==> config.mk <==
export PLATFORM = sky130hd
export DESIGN_NAME = fixed_block_pool_allocator
export DESIGN_NICKNAME = d
export VERILOG_FILES = /design/src/hw/rtl/fbpa_pkg.sv /design/src/hw/rtl/fixed_block_pool_allocator.sv /design/src/hw/rtl/fbpa_serial_div.sv
export SDC_FILE = /design/constraint.sdc
export NUM_CORES = 2
export LEC_CHECK = 0
export BUFFER_PORTS_ARGS = -buffer_cell sky130_fd_sc_hd__buf_2
export CAP_MARGIN = 15
export CORE_ASPECT_RATIO = 1.5
export CORE_MARGIN = 5
export CORE_UTILIZATION = 48
export CTS_CLUSTER_DIAMETER = 30
export DETAILED_ROUTE_END_ITERATION = 7
export PLACE_DENSITY = 0.64
export SYNTH_ARGS = -nofsm -noshare
export SYNTH_HDL_FRONTEND = slang
export SYNTH_SLANG_ARGS = --single-unit
==> constraint.sdc <==
create_clock -name clk_i -period 14.9 [get_ports clk_i]
set_input_delay 2.235 -clock clk_i [delete_from_list [all_inputs] [get_ports clk_i]]
set_output_delay 2.235 -clock clk_i [all_outputs]
set_load 0.02 [all_outputs]
==> src/hw/rtl/fbpa_pkg.sv <==
package fbpa_pkg;

  localparam int unsigned DividendW = 32;
  localparam int unsigned DivisorW  = 16;
  localparam int unsigned StepCntW  = $clog2(DividendW);

endpackage

==> src/hw/rtl/fixed_block_pool_allocator.sv <==
// Fixed-size block pool allocator with a free-list link table.
// Commands arrive on start, op_i and block_address_i and are taken at a rising
// edge where start is high and busy is low. Each command gives one result beat:
// status_o, granted_address_o, bytes_allocated_o and pool_empty_o are valid for
// exactly the one cycle in which result_valid_o is high, and the receiver has
// no means to hold them off. A new command may be taken in that same cycle.
// Allocate makes a registered read of the link table and the index times block
// size product, then the address add. With the pool empty it answers at once
// with the empty status. Free waits on
// the one-bit-per-cycle restoring divider that turns the offset into a block
// index; an address below the base is refused without the divider. Clear writes
// n link table entries, one per cycle, where n is blocks_in_pool clamped to
// 1..MAX_BLOCKS. Unknown op codes answer at once and change nothing.
// The result strobe is registered and rises in the cycle after the command's last step.
// The registers sit on an APB port at byte addresses 0, 4 and 8. The user must
// write them only while the block is idle; the block itself does not enforce it.
// After reset it runs clear's chaining pass over min(256, MAX_BLOCKS) entries,
// with busy high and no result beat; register writes are taken during it.
module fixed_block_pool_allocator #(
  parameter int unsigned MAX_BLOCKS    = 256,
  parameter int unsigned ADDRESS_WIDTH = 32
) (
  input  logic        clk_i,
  input  logic        rst_ni,
  input  logic        psel,
  input  logic        penable,
  input  logic        pwrite,
  input  logic [3:0]  paddr,
  input  logic [31:0] pwdata,
  output logic [31:0] prdata,
  output logic        pready,
  input  logic        start,
  output logic        busy,
  input  logic [1:0]  op_i,
  input  logic [31:0] block_address_i,
  output logic        result_valid_o,
  output logic [1:0]  status_o,
  output logic [31:0] granted_address_o,
  output logic [23:0] bytes_allocated_o,
  output logic        pool_empty_o
);

  localparam int unsigned IdxW  = (MAX_BLOCKS > 1) ? $clog2(MAX_BLOCKS) : 1;
  localparam int unsigned LinkW = IdxW + 1;
  localparam logic [LinkW-1:0] EndCode = LinkW'(MAX_BLOCKS);
  localparam logic [LinkW-1:0] ResetActive = LinkW'((MAX_BLOCKS < 256) ? MAX_BLOCKS : 256);
  localparam logic [31:0] GrantMask =
    (ADDRESS_WIDTH >= 32) ? 32'hFFFF_FFFF : 32'((64'd1 << ADDRESS_WIDTH) - 64'd1);

  localparam logic [1:0] OP_ALLOC = 2'd0;
  localparam logic [1:0] OP_FREE  = 2'd1;
  localparam logic [1:0] OP_CLEAR = 2'd2;

  localparam logic [1:0] STATUS_OK    = 2'd0;
  localparam logic [1:0] STATUS_EMPTY = 2'd1;
  localparam logic [1:0] STATUS_RANGE = 2'd2;

  localparam logic [1:0] REG_BASE   = 2'd0;
  localparam logic [1:0] REG_BYTES  = 2'd1;
  localparam logic [1:0] REG_BLOCKS = 2'd2;

  localparam logic [1:0] S_IDLE  = 2'd0;
  localparam logic [1:0] S_ALLOC = 2'd1;
  localparam logic [1:0] S_DIV   = 2'd2;
  localparam logic [1:0] S_CLEAR = 2'd3;

  logic [31:0]      base_q;
  logic [15:0]      bsz_q;
  logic [8:0]       bip_q;
  logic             cfg_we;

  logic [1:0]       state_q, state_d;
  logic [IdxW-1:0]  head_q, head_d;
  logic             list_end_q, list_end_d;
  logic [23:0]      total_q, total_d;
  logic [LinkW-1:0] active_q, active_d;
  logic [IdxW-1:0]  cnt_q, cnt_d;
  logic             report_q, report_d;
  logic             rv_q, rv_d;
  logic [1:0]       status_q, status_d;
  logic [31:0]      granted_q, granted_d;

  logic [LinkW-1:0] link_mem [MAX_BLOCKS];
  logic [LinkW-1:0] rd_q;
  logic [31:0]      prod_q;
  logic             mem_we;
  logic [IdxW-1:0]  mem_wa;
  logic [LinkW-1:0] mem_wd;

  logic [15:0]      bsz_eff;
  logic [31:0]      clamp_w;
  logic [24:0]      tot_add;
  logic [23:0]      tot_inc;
  logic [23:0]      tot_dec;
  logic [32:0]      grant_sum;
  logic [LinkW-1:0] cnt_next;
  logic             div_start;
  logic             div_done;
  logic [31:0]      quotient;
  logic             accept;

  assign pready = 1'b1;
  assign cfg_we = psel && penable && pwrite && pready;

  always_ff @(posedge clk_i or negedge rst_ni) begin
    if (!rst_ni) begin
      base_q <= 32'd0;
      bsz_q  <= 16'd64;
      bip_q  <= 9'd256;
    end else if (cfg_we) begin
      case (paddr[3:2])
        REG_BASE:   base_q <= pwdata;
        REG_BYTES:  bsz_q  <= pwdata[15:0];
        REG_BLOCKS: bip_q  <= pwdata[8:0];
        default: ;
      endcase
    end
  end

  always_comb begin
    case (paddr[3:2])
      REG_BASE:   prdata = base_q;
      REG_BYTES:  prdata = {16'd0, bsz_q};
      REG_BLOCKS: prdata = {23'd0, bip_q};
      default:    prdata = 32'd0;
    endcase
  end

  assign bsz_eff = (bsz_q == 16'd0) ? 16'd1 : bsz_q;

  always_comb begin
    if (bip_q == 9'd0) begin
      clamp_w = 32'd1;
    end else if (32'(bip_q) > MAX_BLOCKS) begin
      clamp_w = 32'(MAX_BLOCKS);
    end else begin
      clamp_w = 32'(bip_q);
    end
  end

  assign tot_add   = {1'b0, total_q} + 25'(bsz_eff);
  assign tot_inc   = tot_add[24] ? 24'hFF_FFFF : tot_add[23:0];
  assign tot_dec   = (total_q < 24'(bsz_eff)) ? 24'd0 : total_q - 24'(bsz_eff);
  assign grant_sum = {1'b0, base_q} + {1'b0, prod_q};
  assign cnt_next  = LinkW'(cnt_q) + LinkW'(1);
  assign busy      = state_q != S_IDLE;
  assign accept    = start && !busy;

  always_comb begin
    state_d    = state_q;
    head_d     = head_q;
    list_end_d = list_end_q;
    total_d    = total_q;
    active_d   = active_q;
    cnt_d      = cnt_q;
    report_d   = report_q;
    rv_d       = 1'b0;
    status_d   = status_q;
    granted_d  = granted_q;
    mem_we     = 1'b0;
    mem_wa     = cnt_q;
    mem_wd     = cnt_next;
    div_start  = 1'b0;
    case (state_q)
      S_IDLE: begin
        if (accept) begin
          status_d  = STATUS_OK;
          granted_d = 32'd0;
          case (op_i)
            OP_ALLOC: begin
              if (list_end_q) begin
                status_d = STATUS_EMPTY;
                rv_d     = 1'b1;
              end else begin
                state_d = S_ALLOC;
              end
            end
            OP_FREE: begin
              if (block_address_i < base_q) begin
                status_d = STATUS_RANGE;
                rv_d     = 1'b1;
              end else begin
                div_start = 1'b1;
                state_d   = S_DIV;
              end
            end
            OP_CLEAR: begin
              active_d = clamp_w[LinkW-1:0];
              cnt_d    = '0;
              report_d = 1'b1;
              state_d  = S_CLEAR;
            end
            default: begin
              rv_d = 1'b1;
            end
          endcase
        end
      end
      S_ALLOC: begin
        granted_d = grant_sum[31:0] & GrantMask;
        total_d   = tot_inc;
        if (rd_q >= EndCode) begin
          list_end_d = 1'b1;
        end else begin
          head_d = rd_q[IdxW-1:0];
        end
        rv_d    = 1'b1;
        state_d = S_IDLE;
      end
      S_DIV: begin
        if (div_done) begin
          if (quotient < 32'(active_q)) begin
            mem_we     = 1'b1;
            mem_wa     = quotient[IdxW-1:0];
            mem_wd     = list_end_q ? EndCode : LinkW'(head_q);
            head_d     = quotient[IdxW-1:0];
            list_end_d = 1'b0;
            total_d    = tot_dec;
          end else begin
            status_d = STATUS_RANGE;
          end
          rv_d    = 1'b1;
          state_d = S_IDLE;
        end
      end
      S_CLEAR: begin
        mem_we = 1'b1;
        cnt_d  = cnt_q + 1'b1;
        if (cnt_next == active_q) begin
          mem_wd     = EndCode;
          head_d     = '0;
          list_end_d = 1'b0;
          total_d    = 24'd0;
          rv_d       = report_q;
          state_d    = S_IDLE;
        end
      end
      default: begin
        state_d = S_IDLE;
      end
    endcase
  end

  always_ff @(posedge clk_i or negedge rst_ni) begin
    if (!rst_ni) begin
      state_q    <= S_CLEAR;
      head_q     <= '0;
      list_end_q <= 1'b0;
      total_q    <= 24'd0;
      active_q   <= ResetActive;
      cnt_q      <= '0;
      report_q   <= 1'b0;
      rv_q       <= 1'b0;
    end else begin
      state_q    <= state_d;
      head_q     <= head_d;
      list_end_q <= list_end_d;
      total_q    <= total_d;
      active_q   <= active_d;
      cnt_q      <= cnt_d;
      report_q   <= report_d;
      rv_q       <= rv_d;
    end
  end

  always_ff @(posedge clk_i) begin
    status_q  <= status_d;
    granted_q <= granted_d;
    prod_q    <= 32'(head_q) * 32'(bsz_eff);
  end

  always_ff @(posedge clk_i) begin
    if (mem_we) begin
      link_mem[mem_wa] <= mem_wd;
    end
    rd_q <= link_mem[head_q];
  end

  fbpa_serial_div u_div (
    .clk_i      (clk_i),
    .rst_ni     (rst_ni),
    .start_i    (div_start),
    .dividend_i (block_address_i - base_q),
    .divisor_i  (bsz_eff),
    .done_o     (div_done),
    .quotient_o (quotient)
  );

  assign result_valid_o    = rv_q;
  assign status_o          = status_q;
  assign granted_address_o = granted_q;
  assign bytes_allocated_o = total_q;
  assign pool_empty_o      = list_end_q;

`ifndef SYNTHESIS
  a_head_in_pool: assert property (@(posedge clk_i) disable iff (!rst_ni)
    (!list_end_q && state_q != S_CLEAR) |-> (LinkW'(head_q) < active_q))
    else $error("Free list head lies outside the active pool.");
  a_alloc_path: assert property (@(posedge clk_i) disable iff (!rst_ni)
    (accept && op_i == OP_ALLOC && !list_end_q) |=> state_q == S_ALLOC)
    else $error("Allocate with free blocks did not read the link table.");
  a_empty_status: assert property (@(posedge clk_i) disable iff (!rst_ni)
    (rv_q && status_q == STATUS_EMPTY) |-> list_end_q)
    else $error("Pool empty reported while blocks remain.");
  a_no_grant_on_error: assert property (@(posedge clk_i) disable iff (!rst_ni)
    (rv_q && status_q != STATUS_OK) |-> granted_q == 32'd0)
    else $error("Address granted on a failed command.");
`endif

endmodule

==> src/hw/rtl/fbpa_serial_div.sv <==
module fbpa_serial_div (
  input  logic                                 clk_i,
  input  logic                                 rst_ni,
  input  logic                                 start_i,
  input  logic [fbpa_pkg::DividendW-1:0]       dividend_i,
  input  logic [fbpa_pkg::DivisorW-1:0]        divisor_i,
  output logic                                 done_o,
  output logic [fbpa_pkg::DividendW-1:0]       quotient_o
);

  localparam logic [fbpa_pkg::StepCntW-1:0] LastStep = fbpa_pkg::StepCntW'(fbpa_pkg::DividendW - 1);

  logic                              busy_q, busy_d;
  logic                              done_q, done_d;
  logic [fbpa_pkg::StepCntW-1:0]     cnt_q, cnt_d;
  logic [fbpa_pkg::DivisorW-1:0]     div_q, div_d;
  logic [fbpa_pkg::DivisorW-1:0]     rem_q, rem_d;
  logic [fbpa_pkg::DividendW-1:0]    quo_q, quo_d;
  logic [fbpa_pkg::DivisorW:0]       rem_sh;
  logic [fbpa_pkg::DivisorW:0]       rem_sub;
  logic                              fits;

  assign rem_sh  = {rem_q, quo_q[fbpa_pkg::DividendW-1]};
  assign fits    = rem_sh >= {1'b0, div_q};
  assign rem_sub = rem_sh - {1'b0, div_q};

  always_comb begin
    busy_d = busy_q;
    done_d = 1'b0;
    cnt_d  = cnt_q;
    div_d  = div_q;
    rem_d  = rem_q;
    quo_d  = quo_q;
    if (start_i) begin
      busy_d = 1'b1;
      cnt_d  = '0;
      div_d  = divisor_i;
      rem_d  = '0;
      quo_d  = dividend_i;
    end else if (busy_q) begin
      rem_d = fits ? rem_sub[fbpa_pkg::DivisorW-1:0] : rem_sh[fbpa_pkg::DivisorW-1:0];
      quo_d = {quo_q[fbpa_pkg::DividendW-2:0], fits};
      cnt_d = cnt_q + 1'b1;
      if (cnt_q == LastStep) begin
        busy_d = 1'b0;
        done_d = 1'b1;
      end
    end
  end

  always_ff @(posedge clk_i or negedge rst_ni) begin
    if (!rst_ni) begin
      busy_q <= 1'b0;
      done_q <= 1'b0;
      cnt_q  <= '0;
    end else begin
      busy_q <= busy_d;
      done_q <= done_d;
      cnt_q  <= cnt_d;
    end
  end

  always_ff @(posedge clk_i) begin
    div_q <= div_d;
    rem_q <= rem_d;
    quo_q <= quo_d;
  end

  assign done_o     = done_q;
  assign quotient_o = quo_q;

`ifndef SYNTHESIS
  a_start_when_free: assert property (@(posedge clk_i) disable iff (!rst_ni)
    start_i |-> !busy_q) else $error("Divider started while busy.");
  a_done_single: assert property (@(posedge clk_i) disable iff (!rst_ni)
    done_q |=> !done_q) else $error("Divider done held longer than one cycle.");
  a_done_after_last: assert property (@(posedge clk_i) disable iff (!rst_ni)
    (busy_q && !start_i && cnt_q == LastStep) |=> done_q)
    else $error("Divider did not finish after its last step.");
`endif

endmodule
==> results.tsv <==
metric	value	unit
antenna_found_initial	7	
hold-worst-slack	0.470	ns
ant_nets	0	
die_area	236000	um2
cts_tree	yes	
tightest_slew	1.23	ns
slowest_stage	dfstp_2	
syn_inst	5903	
place.gp.congestion	0.929	
startpoint_type	flop	
p_switching	8.66	mW
arrival	7.14	ns
grt_usage	23.4	%
synth_area_leaders	edfxtp_1 (66%), mux4_2 (16%), dfrtp_1 (2.6%), ha_1 (1.9%), fa_1 (1.6%)	
grt_setup_unrepaired	no	
finalCriticalPeriod	6.35	ns
clock.fmax	0.157	GHz
start_util	48.1	%
grt_pass1_vias	59400	
crit_fanout	13	
min_path_cells	2	
r2r_start	bsz_q[6]	
p_per_area	208	nW/um2
power_leakage	42.3	nW
switching_share	33.0	%
firstDrtPassIters	6	
max-vdd-ir-drop	0.160	mV
wl_per_cell	28.8	um
ys_seq_elements	2553	
hold_buffers	0	
clockBufferDepth	4	
drv_cap	0	
slew_viol_final	0	
path_cells	nor4_1 -> a41oi_1 -> inv_1 -> nand2_1 -> fa_1 -> fa_1 -> inv_1 -> fa_1 -> inv_1 -> fa_1 -> inv_1 -> ha_1 -> a2111oi_0 -> o311a_1 -> o31ai_1 -> a21o_1 -> a21oi_1 -> xnor2_1	
via_per_inst	5.97	
cts-htree-levels	5	
power_frac_seq	34.9	%
row_count	214	
cts.clk_slew.worst_paths	0.05	ns
cts_made_buffers	376	
reg2regPathDepth	18	
final_util	55.8	%
synth_flop_cell	edfxtp_1	
worstSetupPathType	flop to flop	
vias	57200	
cpPeakStageDelay	0.81	ns
areaGrowthSynthToFinish	16.0	%
worstHoldStart	u_div.rem_q[15]	
skew	0.0453	ns
die_width	399	um
post-cts-setup-buffer-count	0	
post-route-period-util	42.6	%
hold_class	flop to flop	
ys_seq_area_share	69.5	%
synth_top_area_share	65.9	%
io_pins	170	
grt_pass1_wl	405000	um
post-place-ws	8.24	ns
grt_overflow_total	0	
synth_top_cell_by_area	edfxtp_1	
io_buffers	166	
syn_area	109000	um2
cp-end-kind	flop	
synth_edf_count	2386	
layout-drive-gt1-share	26.9	%
drt-initial-drc-count	5152	
drc	0	
clock-sinks	2553	
internal_power	17.6	mW
ys_types	85	
layout_common_cells	edfxtp_1 (2,386), mux4_2 (765), nor2_1 (399)	
coreArea	226000	um2
root_buffer	clkbuf_16	
fin_nets	6561	
dp.final_hpwl	174000	um
pwr-share-clk	34.1	%
grt_max_degree	192	
setup_viol	0	
r2r_end	prod_q[20]	
synth_nets	6232	
report.final.hold_viol_count	0	
rrSetupSlack	8.55	ns
final_common_cell	edfxtp_1	
worst_slack	8.55	ns
max_slew_margin	18.3	%
clk_latency	0.87	ns
routed_wl	276000	um
setup_tns	0	ns
cp.required	15.68	ns
synthArstFlopShare	4.62	%
die_h	593	um
holdPathEnd	u_div.rem_q[15]	
p_comb_share	31.0	%
status	finished clean	
cts_resized	0	
yosysWarnings	0	
avgSynthCellArea	18.4	um2
==> cell usage after synthesis, types with 8 or more instances <==
master,count
clkbuf_1,229
xor2_1,35
buf_4,8
nand3_1,36
and3_1,15
nor3_1,52
o22ai_1,14
nor4_1,19
and2_1,116
a22oi_1,10
edfxtp_1,2386
o21ai_1,49
nand2_1,253
dfrtp_1,113
a21o_1,36
nand4_1,16
nand2b_1,56
a21oi_1,137
o21a_1,15
mux2_2,13
nor3b_1,8
o31ai_1,17
o21ai_0,154
a31oi_1,34
fa_1,89
mux4_2,765
a211oi_1,15
dfxtp_1,49
o211ai_1,14
inv_1,218
nor2b_1,43
xnor2_1,54
buf_2,60
buf_1,24
o21bai_1,13
or3_1,12
ha_1,164
mux2i_1,34
nor2_1,399
==> logic make-up (layout without fill, tap and decap cells) <==
group	after synthesis	in the layout	share of synthesized area [%]
AO/OA/AOI/OAI	594	594	3.40
AND/OR/NAND/NOR	1054	1054	4.50
adder cells (fa/ha/maj)	253	253	3.53
XOR/XNOR	90	90	0.738
multiplexers	813	813	16.3
other	1	9	0.00345
flip-flops	2553	2553	69.5
buffers and inverters	545	1198	2.01
==> worst max-delay path by stage <==
stage                       start                   end  cells past startpoint
3_3_place_gp   block_address_i[0]  u_div.quotient_o[22]                     15
2_1_floorplan         active_q[8]        link_mem[0][2]                     10
5_1_grt                  bsz_q[6]            prod_q[22]                     18
4_1_cts                  bsz_q[6]            prod_q[20]                     18
3_5_place_dp   block_address_i[0]  u_div.quotient_o[22]                     15
6_report                 bsz_q[6]            prod_q[20]                     18
==> power groups by stage <==
stage          registers (mW)  logic (mW)  clock network (mW)
2_1_floorplan            9.39        5.63                   0
6_report                 9.15        8.15                8.94
3_5_place_dp             9.30        8.19                   0
3_3_place_gp             9.28        8.07                   0
4_1_cts                  9.15        8.23                9.06
5_1_grt                  9.18        8.82                9.40
==> sequential cells by signal, summed over array words and instances (netlist names), 2 cells and up <==
register / cells
link_mem: 2304
base_q: 32
granted_address_o: 32
u_div.quotient_o: 32
bytes_allocated_o: 24
prod_q: 24
bsz_q: 16
u_div.div_q: 16
u_div.rem_q: 16
active_q: 9
bip_q: 9
rd_q: 9
cnt_q: 8
head_q: 8
u_div.cnt_q: 5
state_q: 2
status_o: 2
==> per-layer routing <==
metal  vias to the layer above  global-route usage, %  share of wire [%]
li1                      24300                      -                  -
met1                     30000                   28.4                 36
met2                      2296                   41.4                 53
met3                       576                   3.64                6.4
met4                         4                   10.6                5.2
met5                         -                      0              0.010
==> worst max-delay path: cells and delay by family (launching register included) <==
kind / cells / cell delay [ns]
adder cells (fa/ha/maj): 5 / 2.25
XOR/XNOR: 1 / 0.14
AND/OR/NAND/NOR: 2 / 0.30
AO/OA/AOI/OAI: 6 / 2.22
flip-flops: 1 / 0.81
buffers and inverters: 4 / 0.58
==> stage by stage <==
step | cell area (um2) | cells | power, mW
after CTS | 126000 | 9577 | 26.4
after global placement | 113000 | 8875 | 17.4
after global routing | 126000 | 9581 | 27.4
after floorplan | 109000 | 5903 | 15.0
final | 126000 | 9588 | 26.2
after detailed placement | 113000 | 8875 | 17.5
==> final cells by class <==
cell class / instances / area (um2)
inverters: 220 / 826
clock buffers: 409 / 9710
fillers: 17100 / 99900
clock inverters: 293 / 3240
diodes: 8 / 20.0
well taps: 3024 / 3780
repair buffers: 276 / 1730
multi-input cells: 2805 / 31100
flip-flops and latches: 2553 / 75600
Note: power is estimated with default switching activity, not from simulation.
